**config.mk**
```make
export PLATFORM = sky130hd
export DESIGN_NAME = qle_update
export DESIGN_NICKNAME = d
export VERILOG_FILES = /design/src/rtl/core/qle_pkg.sv /design/src/rtl/core/qle_update.sv
export SDC_FILE = /design/constraint.sdc
export NUM_CORES = 2
export LEC_CHECK = 0
export ABC_CLOCK_PERIOD_IN_PS = 15200
export BUFFER_PORTS_ARGS = -buffer_cell sky130_fd_sc_hd__buf_2
export CAP_MARGIN = 20
export CORE_ASPECT_RATIO = 1.25
export CORE_MARGIN = 2
export CORE_UTILIZATION = 60
export DETAILED_ROUTE_END_ITERATION = 8
export GPL_ROUTABILITY_DRIVEN = 0
export PLACE_DENSITY = 0.77
export RECOVER_POWER = 25
export SLEW_MARGIN = 20
export SYNTH_ARGS = -nofsm -noshare
export SYNTH_HDL_FRONTEND = slang
export SYNTH_SLANG_ARGS = --single-unit
```
**constraint.sdc**
```tcl
create_clock -name clock -period 15.2 [get_ports clock]
set_input_delay 2.28 -clock clock [delete_from_list [all_inputs] [get_ports clock]]
set_output_delay 2.28 -clock clock [all_outputs]
set_load 0.05 [all_outputs]
```
**src/rtl/core/qle_pkg.sv**
```systemverilog
// Shared types, sizes and codes of the tabular Q-learning engine.
// Used by every module of the core; depends on nothing.
package qle_pkg;

   // table geometry
   localparam int NUM_STATES  = 256;
   localparam int NUM_ACTIONS = 5;
   localparam int TABLE_DEPTH = NUM_STATES * NUM_ACTIONS;
   localparam int ADDR_W      = $clog2(TABLE_DEPTH);
   localparam int STATE_W     = $clog2(NUM_STATES);
   localparam int COL_W       = $clog2(NUM_ACTIONS);

   // field widths
   localparam int OP_W    = 2;
   localparam int SIDX_W  = 8;
   localparam int ACT_W   = 3;
   localparam int Q_W     = 32;
   localparam int DRAW_W  = 16;
   localparam int RATE_W  = 17;
   localparam int PADDR_W = 4;
   localparam int PDATA_W = 32;

   localparam logic [RATE_W-1:0] ONE_Q16 = 17'h10000;

   // item opcodes
   localparam logic [OP_W-1:0] OP_LEARN  = 2'd0;
   localparam logic [OP_W-1:0] OP_CHOOSE = 2'd1;
   localparam logic [OP_W-1:0] OP_WRITE  = 2'd2;

   // register indexes
   localparam logic [1:0] REG_LEARN_RATE = 2'd0;
   localparam logic [1:0] REG_DISCOUNT   = 2'd1;
   localparam logic [1:0] REG_EXPLORE    = 2'd2;

   // register reset values
   localparam logic [RATE_W-1:0] LEARN_RATE_RST = 17'd52429;
   localparam logic [RATE_W-1:0] DISCOUNT_RST   = 17'd64881;
   localparam logic [RATE_W-1:0] EXPLORE_RST    = 17'd0;

   typedef struct packed {
      logic [OP_W-1:0]          op;
      logic [SIDX_W-1:0]        cur_state;
      logic [ACT_W-1:0]         taken_action;
      logic signed [Q_W-1:0]    reward_value;
      logic [SIDX_W-1:0]        next_state;
      logic [DRAW_W-1:0]        explore_draw;
      logic [ACT_W-1:0]         random_action;
      logic signed [Q_W-1:0]    entry_value;
   } req_type;

   typedef struct packed {
      logic [ACT_W-1:0]         chosen_action;
      logic                     explored;
      logic signed [Q_W-1:0]    best_value;
   } rsp_type;

   typedef struct packed {
      logic [RATE_W-1:0]        learn_rate;
      logic [RATE_W-1:0]        discount;
      logic [RATE_W-1:0]        explore_threshold;
   } cfg_type;

   typedef struct packed {
      logic                     we;
      logic [ADDR_W-1:0]        waddr;
      logic [Q_W-1:0]           wdata;
      logic [ADDR_W-1:0]        raddr;
   } tbl_req_type;

   typedef enum logic [2:0] {
      UPD_IDLE,
      UPD_GAMMA,
      UPD_TARGET,
      UPD_ALPHA,
      UPD_SUM
   } upd_step_type;

   typedef enum logic [3:0] {
      S_IDLE,
      S_SCAN,
      S_DRAIN,
      S_READ_Q,
      S_MUL_G,
      S_TARGET,
      S_MUL_A,
      S_SUM,
      S_WRITE,
      S_WR_ENTRY,
      S_RESULT
   } eng_state_type;

endpackage

```
**src/rtl/core/qle_update.sv**
```systemverilog
// Q value update datapath: one shared multiplier stepped by the sequencer,
// new = sat(round((1-alpha)*q + alpha*(reward + round(gamma*max)))). Depends on qle_pkg.
module qle_update import qle_pkg::*; (
   input  logic                  clock,
   input  upd_step_type          step,
   input  cfg_type               cfg,
   input  logic signed [Q_W-1:0] row_max,
   input  logic [Q_W-1:0]        q_rd,
   input  logic signed [Q_W-1:0] reward,
   output logic [Q_W-1:0]        new_value
);

   localparam int A_W   = 35;
   localparam int B_W   = RATE_W + 1;
   localparam int P_W   = A_W + B_W;
   localparam int T_W   = 34;
   localparam int ACC_W = 51;
   localparam int GR_W  = 33;
   localparam int AR_W  = ACC_W - 16;

   logic signed [Q_W-1:0]   q_ff, q_in;
   logic signed [P_W-1:0]   prod_ff, prod_in;
   logic signed [T_W-1:0]   target_ff, target_in;
   logic signed [ACC_W-1:0] acc_ff, acc_in;

   logic [RATE_W-1:0]       alpha, gamma, one_minus;
   logic signed [A_W-1:0]   mul_a;
   logic signed [B_W-1:0]   mul_b;
   logic signed [P_W-1:0]   g_sum;
   logic signed [GR_W-1:0]  g_rnd;
   logic signed [ACC_W-1:0] a_sum;
   logic signed [AR_W-1:0]  a_rnd;

   // rates above one clamp to one
   assign alpha     = (cfg.learn_rate > ONE_Q16) ? ONE_Q16 : cfg.learn_rate;
   assign gamma     = (cfg.discount > ONE_Q16) ? ONE_Q16 : cfg.discount;
   assign one_minus = ONE_Q16 - alpha;

   // round half up of the discounted max
   assign g_sum = prod_ff + P_W'(32768);
   assign g_rnd = g_sum[GR_W+15:16];

   // operand select and step registers
   always_comb begin
      q_in      = q_ff;
      prod_in   = prod_ff;
      target_in = target_ff;
      acc_in    = acc_ff;
      mul_a     = A_W'(row_max);
      mul_b     = $signed({1'b0, gamma});
      case (step)
         UPD_GAMMA: begin
            q_in    = $signed(q_rd);
            prod_in = mul_a * mul_b;
         end
         UPD_TARGET: begin
            target_in = T_W'(reward) + T_W'(g_rnd);
            mul_a     = A_W'(q_ff);
            mul_b     = $signed({1'b0, one_minus});
            prod_in   = mul_a * mul_b;
         end
         UPD_ALPHA: begin
            acc_in  = prod_ff[ACC_W-1:0];
            mul_a   = A_W'(target_ff);
            mul_b   = $signed({1'b0, alpha});
            prod_in = mul_a * mul_b;
         end
         UPD_SUM: begin
            acc_in = acc_ff + prod_ff[ACC_W-1:0];
         end
         default: begin
            q_in = q_ff;
         end
      endcase
   end

   always_ff @(posedge clock) begin
      q_ff      <= q_in;
      prod_ff   <= prod_in;
      target_ff <= target_in;
      acc_ff    <= acc_in;
   end

   // final rounding and clamp to 32 bits
   assign a_sum = acc_ff + ACC_W'(32768);
   assign a_rnd = a_sum[ACC_W-1:16];

   always_comb begin
      if (a_rnd > AR_W'(32'sh7FFF_FFFF)) begin
         new_value = 32'h7FFF_FFFF;
      end else if (a_rnd < -AR_W'(33'sh0_8000_0000)) begin
         new_value = 32'h8000_0000;
      end else begin
         new_value = a_rnd[Q_W-1:0];
      end
   end

endmodule

```
* After elaboration in Yosys (flattened, before gate mapping)
Cells that the tools add are included.
** Cells by class
- Reduce and logical (&&, ||, !) cells :: 2
- Add/subtract/negate cells :: 5
- Equal/unequal tests :: 4
- Div/mod/pow operators :: 0
- Magnitude comparators :: 4
- Shift-type cells :: 0
- Multipliers :: 3
- Bitwise gates (word level) :: 0
- Muxes and demuxes :: 6
** Operator list (number)
- 51-bit case mux with 3 select lines :: 1
- 51-bit case mux with 2 select lines :: 1
- 32-bit by 18-bit multiplier with 50-bit output :: 2
- 32-bit 2-to-1 mux :: 2
- 51-bit by 17-bit adder with 51-bit output, second input constant :: 1
- 51-bit adder :: 1
- 34-bit by 18-bit multiplier with 51-bit output :: 1
- 49-bit by 17-bit adder with 49-bit output, second input constant :: 1
- 35-bit by 32-bit greater-than comparator with 1-bit output, second input constant :: 1
- 35-bit by 32-bit < comparator with 1-bit output, second input constant :: 1
- 32-bit by 33-bit adder with 34-bit output :: 1
- 17-bit greater-than comparator, second input constant :: 2
- 17-bit 2-to-1 mux :: 2
- 17-bit subtractor, first input constant :: 1
- 3-bit by 2-bit == test with 1-bit output, second input constant :: 2
- 3-bit by 1-bit == test with 1-bit output, second input constant :: 1
- 3-bit == test, second input constant :: 1
- 3-bit nonzero test :: 1
- 2-bit nonzero test :: 1
** Storage, ports and cells
- Memories :: 0
- Memory bits (read-only) :: 0
- Word-level logic and storage cells :: 28
- Memory bits (writable) :: 0
- Latch bits :: 0
- Flip-flop bits (word level) :: 168
- Output and inout port bits :: 32
- Bits of input ports :: 151

* Longest topological paths before layout
- Depth in word-level cells :: 5
- Mapped depth :: 43
- Depth with buffers taken out :: 38

* Least setup slack after synthesis
OpenSTA, ideal clock, no wires.
- Kind :: input-to-reg
- Start point :: in cfg[44] in the netlist's numbering
- End point :: reg prod_ff[48] (data pin)
- Slack :: 3525 ps
- Buffers on the path :: 4
- Arrival time :: 11307 ps
- Library setup time :: 369 ps
- Stages on the path :: 41
- Path through :: or4_1 or3_1 nor4_1 a21bo_2 clkbuf_1 and2_1 clkbuf_1 clkbuf_1 inv_1 ha_1 nor3b_2 nand2_2 or2_2 nor4_4 xnor2_1 buf_2 nand2_1 fa_1 [... 5 more ...] fa_1 fa_1 inv_1 fa_1 inv_1 ha_1 a21o_1 a21o_1 a221oi_1 a21oi_1 o21ai_0 a31oi_1 a2111oi_0 o21ai_0 a21oi_1 o21ai_0 xnor2_1 a221oi_1
** On the way
- Word-level cells in the longest chain between the ends :: 5
- Elaborated cells between the ends (all ways) :: 6
- Those cells by class :: 1 x add/sub; 2 x mul; 1 x order compare; 2 x mux
** RTL lines
- start, declared :: RTL line qle_update.sv:6 : input cfg_type cfg,
- 17-bit greater-than comparator :: RTL line qle_update.sv:35 : assign alpha = (cfg.learn_rate > ONE_Q16) ? ONE_Q16 : cfg.learn_rate;
- 17-bit 2-to-1 mux * :: RTL line qle_update.sv:35
- 17-bit subtractor :: RTL line qle_update.sv:37 : assign one_minus = ONE_Q16 - alpha;
- 32-bit by 18-bit multiplier with 50-bit output :: RTL line qle_update.sv:60 : prod_in = mul_a * mul_b;
- 51-bit case mux with 3 select lines * :: RTL line qle_update.sv:51 : case (step)
- net prod_in[48] :: RTL line qle_update.sv:22 : logic signed [P_W-1:0] prod_ff, prod_in;
- end signal, assigned :: RTL line qle_update.sv:79 : prod_ff <= prod_in;
- end, declared :: RTL line qle_update.sv:22
The timed path passes the listed nets; every way through them passes the cells marked *.
A chain may end at the register's enable or synchronous reset.

* Worst setup path after layout
- Start point :: in cfg[44] in the netlist's numbering
- End point :: reg prod_ff[49] (data pin)
The elaborated chain is that of the path after synthesis.

==> run_summary.xml <==
<?xml version="1.0" encoding="UTF-8"?>
<metrics>
  <group name="run_status">
    <metric name="outcome" unit="">complete, but fails checks</metric>
    <metric name="failing_checks" unit="">capacitance limit, slew limit</metric>
  </group>
  <group name="global_route">
    <metric name="grt_pass1_vias" unit="">60000</metric>
    <metric name="largest_net_degree_at_the_start_of_global_routing" unit="">78</metric>
    <metric name="number_of_antenna_violations_at_the_first_check_in_global_routing" unit="">9</metric>
    <metric name="grt_first_pass_wirelength" unit="um">308000</metric>
    <metric name="grt_overflow" unit="">0</metric>
    <metric name="globalRouteTotalUtil" unit="%">32.9</metric>
  </group>
  <group name="sta">
    <metric name="finClkSkew" unit="ps">24.1</metric>
    <metric name="timing_worst_slew_pin_value" unit="ps">2900</metric>
    <metric name="period_needed" unit="ps">13010</metric>
    <metric name="timing.final.max_slew_violations" unit="">52</metric>
    <metric name="finalSetupTns" unit="ps">0</metric>
    <metric name="maxSlewHeadroom" unit="%">-93.4</metric>
    <metric name="timing_hold_violations_final" unit="">0</metric>
    <metric name="setup_violations" unit="">0</metric>
    <metric name="clock.fmax" unit="GHz">0.0768</metric>
    <metric name="finalCritPeriodShare" unit="%">85.6</metric>
    <metric name="rsz0062_at_grt" unit="">false</metric>
  </group>
  <group name="clocking">
    <metric name="tritoncts.num_buffers" unit="">17</metric>
    <metric name="clock_tree.root_cell" unit="">clkbuf_16</metric>
    <metric name="clock_sink_count" unit="">168</metric>
    <metric name="tritoncts" unit="">built</metric>
    <metric name="clk_transition_reported_paths" unit="ps">90</metric>
    <metric name="cts.htree.levels" unit="">4</metric>
    <metric name="maximum_clock_insertion_buffer_count" unit="">2</metric>
    <metric name="cts_hold_buf" unit="">0</metric>
    <metric name="post_cts_resize_count" unit="">0</metric>
    <metric name="insertion_delay" unit="ps">540</metric>
    <metric name="cts_post_setup_buffers_inserted" unit="">0</metric>
  </group>
  <group name="synthesis">
    <metric name="synth_top_area_share" unit="%">45.3</metric>
    <metric name="post-synth-top-area-cell" unit="">fa_1</metric>
    <metric name="ys.flop_type" unit="">edfxtp_1</metric>
    <metric name="seq_area_frac_synth" unit="%">7.18</metric>
    <metric name="synth_area_per_cell" unit="um2">8.64</metric>
    <metric name="syn-num-nets" unit="">10300</metric>
    <metric name="synth_async_sr_flop_share" unit="%">0</metric>
    <metric name="synth_cell_types" unit="">87</metric>
    <metric name="synthesis.instances" unit="">8139</metric>
    <metric name="yosys_register_bits" unit="">168</metric>
    <metric name="synth_top_cells_by_area" unit="">fa_1, inv_1, ha_1</metric>
    <metric name="synth_area" unit="mm2">0.0703</metric>
    <metric name="synth-edff-count" unit="">168</metric>
    <metric name="yosysWarnings" unit="">0</metric>
  </group>
  <group name="setup_path">
    <metric name="crit_slowest_cell" unit="">a21oi_2</metric>
    <metric name="crit_path_max_fanout" unit="">16</metric>
    <metric name="worst-setup-path-type" unit="">in -&gt; reg</metric>
    <metric name="reg2reg_from" unit="">target_ff[12]</metric>
    <metric name="critical_path_required" unit="ps">15430</metric>
    <metric name="worst_path_largest_cell_delay" unit="ps">780</metric>
    <metric name="crit_path_start_kind" unit="">primary input</metric>
    <metric name="cp_data_arrival_time" unit="ps">13250</metric>
    <metric name="critPathMostFrequentCell" unit="">fa_1</metric>
    <metric name="cp-end-kind" unit="">flop</metric>
    <metric name="timing.critical_path.from" unit="">cfg[44]</metric>
  </group>
  <group name="flow_run">
    <metric name="drv_cap" unit="">1</metric>
  </group>
  <group name="cells_and_area">
    <metric name="layout-drive-gt1-share" unit="%">4.05</metric>
    <metric name="area.sequential" unit="mm2">0.00504</metric>
    <metric name="final_cell_mix" unit="">inv_1, fa_1, nand2_1</metric>
    <metric name="finish.instance_area" unit="mm2">0.0730</metric>
    <metric name="multi_input_area" unit="mm2">0.0561</metric>
    <metric name="final_common_cell" unit="">inv_1</metric>
    <metric name="nets" unit="">10200</metric>
    <metric name="synthToLayoutAreaGrowth" unit="%">3.82</metric>
    <metric name="final.fill_count" unit="">9676</metric>
  </group>
  <group name="routing">
    <metric name="detail_route.wirelength" unit="um">187000</metric>
    <metric name="drtIter0Drc" unit="">4048</metric>
    <metric name="vias_per_cell" unit="">5.66</metric>
    <metric name="route.detailed.drc" unit="">0</metric>
    <metric name="route.detailed.wl_per_inst" unit="um">19.5</metric>
    <metric name="num_vias" unit="">54200</metric>
    <metric name="drtPass1Iterations" unit="">6</metric>
    <metric name="routed_antenna_nets" unit="">0</metric>
  </group>
  <group name="floorplanning">
    <metric name="die_height" unit="um">387</metric>
    <metric name="core_region_area" unit="mm2">0.116</metric>
    <metric name="fp-row-count" unit="">140</metric>
    <metric name="ios" unit="">183</metric>
    <metric name="floorplan.die_area" unit="mm2">0.120</metric>
    <metric name="die_width" unit="um">310</metric>
    <metric name="floorplan.initialDensity" unit="%">60.4</metric>
  </group>
  <group name="place">
    <metric name="dpl.hpwl" unit="um">149000</metric>
    <metric name="place.port_buffers" unit="">165</metric>
    <metric name="postPlaceCellArea" unit="mm2">0.0724</metric>
  </group>
  <group name="worst_hold_path">
    <metric name="hold_path_startpoint" unit="">prod_ff[9]</metric>
    <metric name="worst_hold_path_type" unit="">reg -&gt; reg</metric>
  </group>
</metrics>
-- synth_stat cells (6+ instances only) --
library cell / n
inv_1: 2146
fa_1: 1590
nand2_1: 1374
and2_1: 454
ha_1: 441
clkbuf_1: 329
a21oi_1: 213
o21ai_0: 197
xnor2_1: 177
edfxtp_1: 168
nor2_1: 139
a21o_1: 116
xor2_1: 112
nor2b_1: 88
nand3_1: 64
and3_1: 61
a211oi_1: 40
buf_1: 40
nor3_1: 35
nand2b_1: 33
nand4_1: 31
o21a_1: 29
o211ai_1: 26
o21bai_1: 24
a31oi_1: 15
and4_1: 13
or3_1: 13
mux2i_1: 12
o31ai_1: 11
nor4_1: 10
a211o_1: 9
nor3b_1: 7
a2111oi_0: 6
a21boi_0: 6
buf_2: 6
o22ai_1: 6
-- layer usage --
| metal | share of wire [%] | global-route usage [%] |
|---|---|---|
| met1 | 36 | 39.1 |
| met2 | 49 | 55.5 |
| met3 | 8.4 | 6.07 |
| met4 | 6.8 | 19.5 |
| met5 | 0.044 | 0 |
-- final cells by class --
type                    count  share of cell area [%]
multi-input cells        5447                    76.8
inverters                2146                    11.0
flip-flops and latches    168                    6.91
well taps                1562                    2.68
repair buffers            222                    1.72
clock buffers              17                   0.583
clock inverters            15                   0.269
diodes                      2                 0.00686
-- worst max-delay path: cells and delay by family --
family / cells / cell delay, ps
and+or+nand+nor: 10 / 2410
muxes: 2 / 480
adders and majority gates: 8 / 3630
AOI/OAI and AO/OA: 11 / 3880
buffers and inverters: 4 / 370
xor gates and xnor gates: 1 / 150
-- final timing paths --
path                      end  slack [ps]  cells after the start
setup / recovery  prod_ff[49]        2190                     36
hold / removal      acc_ff[9]         570                      2
setup reg to reg  prod_ff[50]        6370                     24
hold reg to reg     acc_ff[9]         570                      2
-- sequential cells by signal (all words and copies together), names as in the netlist --
signal     flops
acc_ff        51
prod_ff       51
q_ff          32
target_ff     34
-- logic make-up (layout without fill, tap and decap cells) --
family                     Yosys count  after routing  synth area share [%]
DFF                                168            168                  7.18
adders and majority gates         2031           2031                  53.1
muxes                               18             18                 0.272
and+or+nand+nor                   2341           2341                  15.4
buffers and inverters             2524           2400                  13.5
AOI/OAI and AO/OA                  768            768                  6.93
other                                0              2                     0
xor gates and xnor gates           289            289                  3.60
-- per-stage QoR --
| stage | util, % | setup WS [ps] | hold slack (ps) | instances |
|---|---|---|---|---|
| 4_1_cts | 62.7 | 2330 | 559 | 9576 |
| 5_1_grt | 62.8 | 1750 | 600 | 9577 |
| 2_1_floorplan | - | 3520 | 528 | 8139 |
| 3_3_place_gp | 62.2 | 2000 | 542 | 9544 |
| 6_report | 62.8 | 2190 | 566 | 9579 |
| 3_5_place_dp | 62.2 | 1870 | 544 | 9544 |
Power is left out: the tool's default activity adds up to more than one toggle a clock period on the data nets, which glitch-free logic cannot reach.
