File: config.mk
export PLATFORM = sky130hd
export DESIGN_NAME = qle_csr
export DESIGN_NICKNAME = d
export VERILOG_FILES = /design/src/rtl/core/qle_pkg.sv /design/src/rtl/core/qle_csr.sv
export SDC_FILE = /design/constraint.sdc
export NUM_CORES = 1
export LEC_CHECK = 0
export BUFFER_PORTS_ARGS = -buffer_cell sky130_fd_sc_hd__buf_2
export CAP_MARGIN = 5
export CORE_ASPECT_RATIO = 0.75
export CORE_UTILIZATION = 41
export DETAILED_ROUTE_END_ITERATION = 10
export GPL_ROUTABILITY_DRIVEN = 0
export HOLD_SLACK_MARGIN = 0.03
export PLACE_DENSITY = 0.78
export SLEW_MARGIN = 25
export SYNTH_ARGS = -nofsm -noshare
export SYNTH_HDL_FRONTEND = slang
export SYNTH_SLANG_ARGS = --single-unit
File: constraint.sdc
create_clock -name clock -period 3.5 [get_ports clock]
set_input_delay 0.7 -clock clock [delete_from_list [all_inputs] [get_ports clock]]
set_output_delay 0.7 -clock clock [all_outputs]
set_load 0.005 [all_outputs]
File: src/rtl/core/qle_pkg.sv
// Shared types, sizes and codes of the tabular Q-learning engine.
// Used by every module of the core; depends on nothing.
package qle_pkg;

   // table geometry
   localparam int NUM_STATES  = 256;
   localparam int NUM_ACTIONS = 5;
   localparam int TABLE_DEPTH = NUM_STATES * NUM_ACTIONS;
   localparam int ADDR_W      = $clog2(TABLE_DEPTH);
   localparam int STATE_W     = $clog2(NUM_STATES);
   localparam int COL_W       = $clog2(NUM_ACTIONS);

   // field widths
   localparam int OP_W    = 2;
   localparam int SIDX_W  = 8;
   localparam int ACT_W   = 3;
   localparam int Q_W     = 32;
   localparam int DRAW_W  = 16;
   localparam int RATE_W  = 17;
   localparam int PADDR_W = 4;
   localparam int PDATA_W = 32;

   localparam logic [RATE_W-1:0] ONE_Q16 = 17'h10000;

   // item opcodes
   localparam logic [OP_W-1:0] OP_LEARN  = 2'd0;
   localparam logic [OP_W-1:0] OP_CHOOSE = 2'd1;
   localparam logic [OP_W-1:0] OP_WRITE  = 2'd2;

   // register indexes
   localparam logic [1:0] REG_LEARN_RATE = 2'd0;
   localparam logic [1:0] REG_DISCOUNT   = 2'd1;
   localparam logic [1:0] REG_EXPLORE    = 2'd2;

   // register reset values
   localparam logic [RATE_W-1:0] LEARN_RATE_RST = 17'd52429;
   localparam logic [RATE_W-1:0] DISCOUNT_RST   = 17'd64881;
   localparam logic [RATE_W-1:0] EXPLORE_RST    = 17'd0;

   typedef struct packed {
      logic [OP_W-1:0]          op;
      logic [SIDX_W-1:0]        cur_state;
      logic [ACT_W-1:0]         taken_action;
      logic signed [Q_W-1:0]    reward_value;
      logic [SIDX_W-1:0]        next_state;
      logic [DRAW_W-1:0]        explore_draw;
      logic [ACT_W-1:0]         random_action;
      logic signed [Q_W-1:0]    entry_value;
   } req_type;

   typedef struct packed {
      logic [ACT_W-1:0]         chosen_action;
      logic                     explored;
      logic signed [Q_W-1:0]    best_value;
   } rsp_type;

   typedef struct packed {
      logic [RATE_W-1:0]        learn_rate;
      logic [RATE_W-1:0]        discount;
      logic [RATE_W-1:0]        explore_threshold;
   } cfg_type;

   typedef struct packed {
      logic                     we;
      logic [ADDR_W-1:0]        waddr;
      logic [Q_W-1:0]           wdata;
      logic [ADDR_W-1:0]        raddr;
   } tbl_req_type;

   typedef enum logic [2:0] {
      UPD_IDLE,
      UPD_GAMMA,
      UPD_TARGET,
      UPD_ALPHA,
      UPD_SUM
   } upd_step_type;

   typedef enum logic [3:0] {
      S_IDLE,
      S_SCAN,
      S_DRAIN,
      S_READ_Q,
      S_MUL_G,
      S_TARGET,
      S_MUL_A,
      S_SUM,
      S_WRITE,
      S_WR_ENTRY,
      S_RESULT
   } eng_state_type;

endpackage

File: src/rtl/core/qle_csr.sv
// Configuration registers of the Q-learning engine behind an APB-style port.
// Depends on qle_pkg.
module qle_csr import qle_pkg::*; (
   input  logic               clock,
   input  logic               reset,
   input  logic               csr_psel,
   input  logic               csr_penable,
   input  logic               csr_pwrite,
   input  logic [PADDR_W-1:0] csr_paddr,
   input  logic [PDATA_W-1:0] csr_pwdata,
   output logic [PDATA_W-1:0] csr_prdata,
   output logic               csr_pready,
   output cfg_type            cfg
);

   cfg_type    cfg_ff, cfg_in;
   logic       wr_en;
   logic [1:0] reg_idx;

   assign csr_pready = 1'b1;
   assign wr_en      = csr_psel && csr_penable && csr_pwrite;
   assign reg_idx    = csr_paddr[3:2];
   assign cfg        = cfg_ff;

   // register write decode
   always_comb begin
      cfg_in = cfg_ff;
      if (wr_en) begin
         case (reg_idx)
            REG_LEARN_RATE: cfg_in.learn_rate        = csr_pwdata[RATE_W-1:0];
            REG_DISCOUNT:   cfg_in.discount          = csr_pwdata[RATE_W-1:0];
            REG_EXPLORE:    cfg_in.explore_threshold = csr_pwdata[RATE_W-1:0];
            default:        cfg_in = cfg_ff;
         endcase
      end
   end

   always_ff @(posedge clock) begin
      if (reset) begin
         cfg_ff.learn_rate        <= LEARN_RATE_RST;
         cfg_ff.discount          <= DISCOUNT_RST;
         cfg_ff.explore_threshold <= EXPLORE_RST;
      end else begin
         cfg_ff <= cfg_in;
      end
   end

   // read back
   always_comb begin
      case (reg_idx)
         REG_LEARN_RATE: csr_prdata = PDATA_W'(cfg_ff.learn_rate);
         REG_DISCOUNT:   csr_prdata = PDATA_W'(cfg_ff.discount);
         REG_EXPLORE:    csr_prdata = PDATA_W'(cfg_ff.explore_threshold);
         default:        csr_prdata = '0;
      endcase
   end

endmodule

Yosys cells after proc, flatten, opt, wreduce, memory -nomap -nowiden
Index checks and enable logic that the tools add are counted.
{"block": "totals", "ff_bits": 51, "input_bits": 41, "out_inout_bits": 84, "wordCells": 12}
{"block": "classes", "eq_ne": 2, "muxes": 1, "reduce_logical": 6}
{"op": "17-bit one-hot mux with 3 select lines", "n": 1}
{"op": "2-bit AND reduction", "n": 3}
{"op": "2-bit by 1-bit equality test with 1-bit output (second input constant)", "n": 1}
{"op": "2-bit equality test (second input constant)", "n": 1}
{"op": "1-bit logical AND", "n": 2}
{"op": "2-bit zero test", "n": 1}

Depth between registers and ports, before layout
Gate-level depths: netlist of the first run.
{"block": "depth", "depth_word": 3, "depth_mapped": 5, "mapped_depth_nobuf": 3}

Worst setup path after synthesis of the first run
Ideal clock, no wire load.
{"block": "synth_path", "kind": "input-to-output", "from": "input csr_paddr[3]", "to": "output csr_prdata[10]", "arrival_time_ns": 1.380, "t_required_ns": 2.800, "setup_slack_ns": 1.420, "stages": 5, "n_path_buf": 2, "path_cell_list": "nor2b_1 > buf_4 > clkbuf_1 > nand2_1 > o21ai_0"}
{"block": "synth_between", "elab_chain_cells": 2, "elab_cells_between_ends": 4, "cone_classes": "eq/ne: 2; mux: 1; reduce/logical: 1"}
{"item": "start, declared", "line_no": "qle_csr.sv:9", "rtl": "input logic [PADDR_W-1:0] csr_paddr,"}
{"item": "2-bit equality test, or another cell as far along", "line_no": "qle_csr.sv:50", "rtl": "case (reg_idx)"}
{"item": "17-bit one-hot mux with 3 select lines *", "line_no": "qle_csr.sv:50"}
{"item": "end, declared", "line_no": "qle_csr.sv:11", "rtl": "output logic [PDATA_W-1:0] csr_prdata,"}
Mark *: on every way between the ends. The rest lies on a longest branch, timed or not.

Worst setup path after layout of the first run
{"block": "layout_path", "from": "input csr_paddr[3]", "to": "output csr_prdata[2]"}
The elaborated chain is that of the path after synthesis.

==> results of run 1 <==
layout by cell type, fill, tap and decap left out, types with 3 or more instances in the layout:
cell type,synthesis,routed
nand2b_1,48,48
mux2i_1,68,68
clkbuf_8,0,5
nor2_1,34,34
buf_2,6,90
o21ai_0,17,17
conb_1,2,16
clkinv_2,0,3
dfxtp_1,51,51
buf_4,19,6
nand2_1,17,17
power groups by stage:
stage               Clock, mW  Sequential (mW)  Combinational, mW
floorplan                   0            0.607             0.0857
global placement            0            0.607              0.117
detailed placement          0            0.607              0.119
CTS                     0.333            0.593              0.119
global route            0.365            0.595              0.132
finish                  0.321            0.593              0.118
area by class of cell:
class,count,area (µm²),area share (%)
Clock inverter,3,15.0,0.484
Timing Repair Buffer,96,495,16.0
Sequential cell,51,1020,32.9
Clock buffer,5,68.8,2.22
Multi-Input combinational cell,208,1410,45.3
Tap cell,78,97.6,3.15
how the worst max path moves through the flow:
| stage | startpoint | end | slack [ps] | cells past startpoint |
|---|---|---|---|---|
| floorplan | csr_paddr[3] | csr_prdata[10] | 1420 | 5 |
| global placement | csr_paddr[3] | csr_prdata[5] | 920 | 6 |
| detailed placement | csr_paddr[3] | csr_prdata[2] | 890 | 6 |
| CTS | csr_paddr[3] | csr_prdata[2] | 900 | 6 |
| global route | csr_paddr[3] | csr_prdata[3] | 760 | 6 |
| finish | csr_paddr[3] | csr_prdata[2] | 900 | 6 |
metal layers:
metal  track usage, %  vias to the layer above  routed length (µm)
met4             4.10                        0                  38
met5                0                        -                   0
li1                 -                     1051                   -
met3             4.30                        5                 313
met2             28.8                       62                2570
met1             24.1                      940                2790
logic make-up (layout without fill, tap and decap cells):
family / Yosys count / in the layout
buf+inv: 36 / 104
compound gates: 17 / 17
mux: 68 / 68
other cells: 2 / 16
flops: 51 / 51
simple gates: 107 / 107
worst reg2reg max path: stages (launching register included):
cell and delay (ps):
dfxtp_1 340, nor2_1 120, mux2i_1 80
==> metrics.md, run 1 <==
| Metric | Value |
|---|---|
| Crit path max-delay cell type | `buf_2` |
| Mapped Cells | `281` |
| Clock slew at reported path FFs | `90 ps` |
| Worst Path Arrival | `1900 ps` |
| Post-DRT Antenna Nets | `0` |
| R2R Setup Slk | `2840 ps` |
| Synthesis-to-finish area growth | `20.4%` |
| Die W | `93.6 µm` |
| Via count | `2058` |
| Max stage delay on crit path | `390 ps` |
| Num CTS Buffers | `5` |
| Initial drt markers | `60` |
| Hold_buf cts | `0` |
| Synth top area share | `39.6%` |
| P_leak | `1.47 nW` |
| Core box area | `5950 µm²` |
| Cell Pwr Density | `333 nW/µm²` |
| Post-Place Worst Slack | `893 ps` |
| Vias in the first global route | `1823` |
| Combinational power share | `11.4%` |
| Setup ws final | `903 ps` |
| Hold Fails Final Rpt | `0` |
| Synth warnings | `0` |
| Flop pwr share | `57.5%` |
| DRT Pass-1 Iters | `4` |
| Largest net degree at the start of global routing | `83` |
| Slew margin rel. | `58.4%` |
| Post-route design area | `3100 µm²` |
| Area contributors post-synth | `dfxtp_1, mux2i_1, nand2b_1, buf_4, nor2_1` |
| Final Util | `52.2%` |
| ANT cells | `0` |
| Synth Register Bits | `51` |
| Delay-heaviest family, CP | `buffers and inverters` |
| Data required time of the worst path | `2800 ps` |
| Clock Path Buffers | `2` |
| Grt ovf | `0` |
| H-tree levels | `2` |
| Worst Hold End | `cfg[10]$_SDFFE_PP0P_` |
| Hold Startpoint | `cfg[10]$_SDFFE_PP0P_` |
| Crit path capture type | `output port` |
| Die Span Y | `70.7 µm` |
| Largest family of logic cells by synthesized area | `multiplexers` |
| Max_cap viols | `0` |
| Status | `finished, final reports clean` |
| Worst Tran Pin Value | `624 ps` |
| WHS Path Cells | `2` |
| Syn Area/Cell | `9.17 µm²` |
| Via density | `4.67` |
| Post-synthesis adder-cell area fraction | `0%` |
| Final Cycle Share | `74.2%` |
| DR DRC count | `0` |
| DRT Wirelength | `5710 µm` |
| Worst reg2reg startpoint | `cfg[40]$_SDFFE_PP1P_` |
| Max VDD drop | `0.173 mV` |
| CP Class | `in2out` |
| Num ports | `125` |
| Sequential area share after synthesis | `39.6%` |
| Global-route wire length before repair | `9200 µm` |
| Final setup viols | `0` |
| Post-synthesis simple-gate area fraction | `21.7%` |
| Critical path cell sequence | `buf_2 -> nor2b_2 -> buf_4 -> nand2_1 -> o21ai_0 -> buf_2` |
| EDFF count, synth | `0` |
| Synth cell types | `20` |
| R2r worst-path depth | `2` |
| Total GRT Usage | `17.8%` |
| Worst-Skew Late Latency | `290 ps` |
| R2r endpoint | `cfg[40]$_SDFFE_PP1P_` |
| CTS tree | `built` |
| Layout Cells excl Fill | `441` |
| Post-DP HPWL | `4060 µm` |
| FMAX | `385 MHz` |
| Setup TNS | `0 ps` |
| RSZ-0062 raised after global routing | `false` |
| Post-synthesis mux area share | `26.4%` |
| Initial antenna violation count | `0` |
| Root Buffer | `clkbuf_8` |
| Hold Path Class | `reg2reg` |
| Cell Area, Synth | `2580 µm²` |
| Cts repair resizes | `0` |
| Area leader, netlist | `dfxtp_1` |
| WL/cell | `12.9 µm` |
| Nature of the critical path startpoint | `input pin` |
| Compound-Gate Fraction of Synth Area | `3.30%` |
| WP buf/inv | `3` |
| Min Hold Slack | `486 ps` |
| Max reg flops | `51` |
| I/O Buffers | `91` |
| Top post-synthesis cells by count | `mux2i_1, dfxtp_1, nand2b_1` |
| Synth Flop Type | `dfxtp_1` |
| Post-CTS Repair Setup Buffers | `0` |
| Share of post-route cells with drive strength above 1 | `30.3%` |
| Critical Path Fanout Max | `23` |
| Nets | `403` |
| Post-DP Area | `3020 µm²` |
| Synth Area in XOR/XNOR | `0%` |
| Minimum clock period | `2600 ps` |
| FILL cells | `584` |
| Fin. max-slew vios | `0` |
| Net Sw Frac | `24.6%` |
| Most frequent CP cell | `buf_2` |
| Top-count cell post-synth | `mux2i_1` |
| Total power | `1.03 mW` |
| Placed cell count | `433` |
| Asr flop ratio synth | `0%` |
| P_int | `778 µW` |
| Row count | `24` |
| Net switching power | `254 µW` |
| Total die area | `6610 µm²` |
| CTS sink cnt | `51` |
| Clock share of power | `31.1%` |
| Initial Utilization | `43.4%` |
| Max Clock Skew | `0 ps` |
(Power assumes the default switching activity.)
==> run 2: changes to the inputs <==
ABC_AREA = 1   (was not set)
PLACE_DENSITY = 0.79   (was 0.78)
clock period = 2.4 ns   (was 3.5 ns; I/O delays follow)
==> run 2 against run 1 <==
  * Synthesized cell count grew 33%
  * Hold slack lost 71 ps
  * Combinational power is 86% higher
  * Setup slack worse by 450 ps
  * Synthesized area shrank 2.7%
  * Largest cell class unchanged
  * Critical path type unchanged
  * Cell count rose by 22%
==> metrics.md, run 2 <==
| Metric | Value |
|---|---|
| Synth Flop Type | `dfxtp_1` |
| Total GRT Usage | `19.5%` |
| Worst Path Arrival | `1470 ps` |
| Nature of the critical path startpoint | `input pin` |
| CTS tree | `built` |
| Via count | `2543` |
| Top-count cell post-synth | `nand2_1` |
| CP startpoint | `csr_paddr[2]` |
| Met3 global-route usage | `3.84%` |
| EDFF count, synth | `0` |
| CP Class | `in2out` |
| DR DRC count | `0` |
| FILL cells | `618` |
| Register area | `1020 µm²` |
| Minimum clock period | `1950 ps` |
| Fin. max-slew vios | `0` |
| WHS Path Cells | `3` |
| Grt ovf | `0` |
| Die Span Y | `69.7 µm` |
| Root Buffer | `clkbuf_8` |
| Placed cell count | `532` |
| Worst reg2reg startpoint | `cfg[9]$_SDFFE_PP0P_` |
| Post-CTS Repair Setup Buffers | `0` |
| Hold Startpoint | `csr_pwdata[3]` |
| R2r worst-path depth | `2` |
| Clock slew at reported path FFs | `90 ps` |
| Syn Area/Cell | `6.69 µm²` |
| Post-route design area | `3050 µm²` |
| Status | `finished, final reports clean` |
| Initial drt markers | `108` |
| Sequential area share after synthesis | `40.7%` |
| Mapped Cells | `375` |
| Initial antenna violation count | `0` |
| Commonest non-fill, non-tap cell in the layout | `nand2_1` |
| Cts repair resizes | `0` |
| Total power | `1.67 mW` |
| Synth top area share | `40.7%` |
| Post-DP Area | `2950 µm²` |
| Nets | `502` |
| Synthesis-to-finish area growth | `21.7%` |
| Area contributors post-synth | `dfxtp_1, nand2_1, nand3_1, nor2_1, buf_4` |
| Post-DP HPWL | `4530 µm` |
| Hold Fails Final Rpt | `0` |
| DRT Pass-1 Iters | `4` |
| I/O Buffers | `91` |
| Global-route wire length before repair | `10000 µm` |
| Vias in the first global route | `2218` |
| Cell Pwr Density | `547 nW/µm²` |
| Largest net degree at the start of global routing | `28` |
| Clock Path Buffers | `2` |
| Synth warnings | `0` |
| Hold Path Class | `in2reg` |
| Setup TNS | `0 ps` |
| Max_cap viols | `0` |
| Synth Register Bits | `51` |
| Share of post-route cells with drive strength above 1 | `26.2%` |
| Multi-input logic area | `1200 µm²` |
| Final setup viols | `0` |
| Crit path capture type | `output port` |
| Num CTS Buffers | `5` |
| CTS sink cnt | `51` |
| Row count | `24` |
| Max VDD drop | `0.253 mV` |
| Post-DRT Antenna Nets | `0` |
| Die W | `92.3 µm` |
| Critical Path Fanout Max | `14` |
| Slew margin rel. | `51.2%` |
| Top post-synthesis cells by count | `nand2_1, nand3_1, nor2_1` |
| Initial Utilization | `42.8%` |
| Core box area | `5860 µm²` |
| Max reg flops | `51` |
| Setup ws final | `454 ps` |
| Post-Place Worst Slack | `475 ps` |
| Via density | `4.72` |
| Cell Area, Synth | `2510 µm²` |
| RSZ-0062 raised after global routing | `false` |
| Worst-Skew Late Latency | `290 ps` |
| Asr flop ratio synth | `0%` |
| Num ports | `125` |
| Final Cycle Share | `81.1%` |
| Hold_buf cts | `0` |
| Most frequent cells in the layout | `nand2_1, buf_2, nand3_1` |
| GR Layer Usage met2 | `32.5%` |
| GR Util met1 | `25.9%` |
| Grt peak-use layer | `met2` |
| ANT cells | `0` |
| Total die area | `6440 µm²` |
| Worst Tran Pin Value | `727 ps` |
| R2R Setup Slk | `1780 ps` |
| FMAX | `514 MHz` |
| WL/cell | `11.6 µm` |
| DRT Wirelength | `6230 µm` |
| Synth cell types | `17` |
| H-tree levels | `2` |
| Max Clock Skew | `0 ps` |
| P_leak | `1.59 nW` |
| Data required time of the worst path | `1920 ps` |
| Layout Cells excl Fill | `539` |
| Area leader, netlist | `dfxtp_1` |
==> run 2: path summary, 6_finish.rpt <==
path	end
worst min register to register	cfg[25]$_SDFFE_PP1P_
worst max-delay path	csr_prdata[13]
worst min-delay path	cfg[37]$_SDFFE_PP1P_
worst max register to register	cfg[9]$_SDFFE_PP0P_
==> run 2: stage by stage <==
stage	hold WS, ps	utilization (%)
6_report	416	52.1
5_1_grt	414	52.1
4_1_cts	407	52.1
3_5_place_dp	464	50.3
3_3_place_gp	458	50.3
2_1_floorplan	472	-
==> run 2: routing by layer <==
layer / wire [µm] / share of wire, %
met5: 0 / 0
met4: 27 / 0.43
met2: 2940 / 47
met1: 2800 / 45
met3: 456 / 7.3
==> run 2: kinds of logic (layout without fill, tap and decap cells) <==
group         Yosys count  count (layout)  synth area share [%]
simple gates          266             266                  45.6
buf+inv                56             128                  13.4
flops                  51              51                  40.7
other cells             2              16                 0.300
==> run 2: report_power, final <==
part | internal [mW] | leakage (nW) | switching, mW
Sequential | 0.864 | 0.414 | 0.0137
Clock | 0.306 | 0.0513 | 0.264
Combinational | 0.0876 | 1.13 | 0.132
==> run 2: critical path: stages <==
cell     delay, ps
buf_2          160
inv_2           80
nor2_4         270
buf_12         190
nand2_1         70
nand3_1         90
buf_2          110
==> run 2: layout make-up <==
class                      count  area share (%)
tap                           78            3.20
multi-input combinational    282            39.4
clock buffer                   6            2.38
clock inverter                 1           0.984
sequential                    51            33.5
timing repair buffer         100            18.0
inverter                      21            2.58
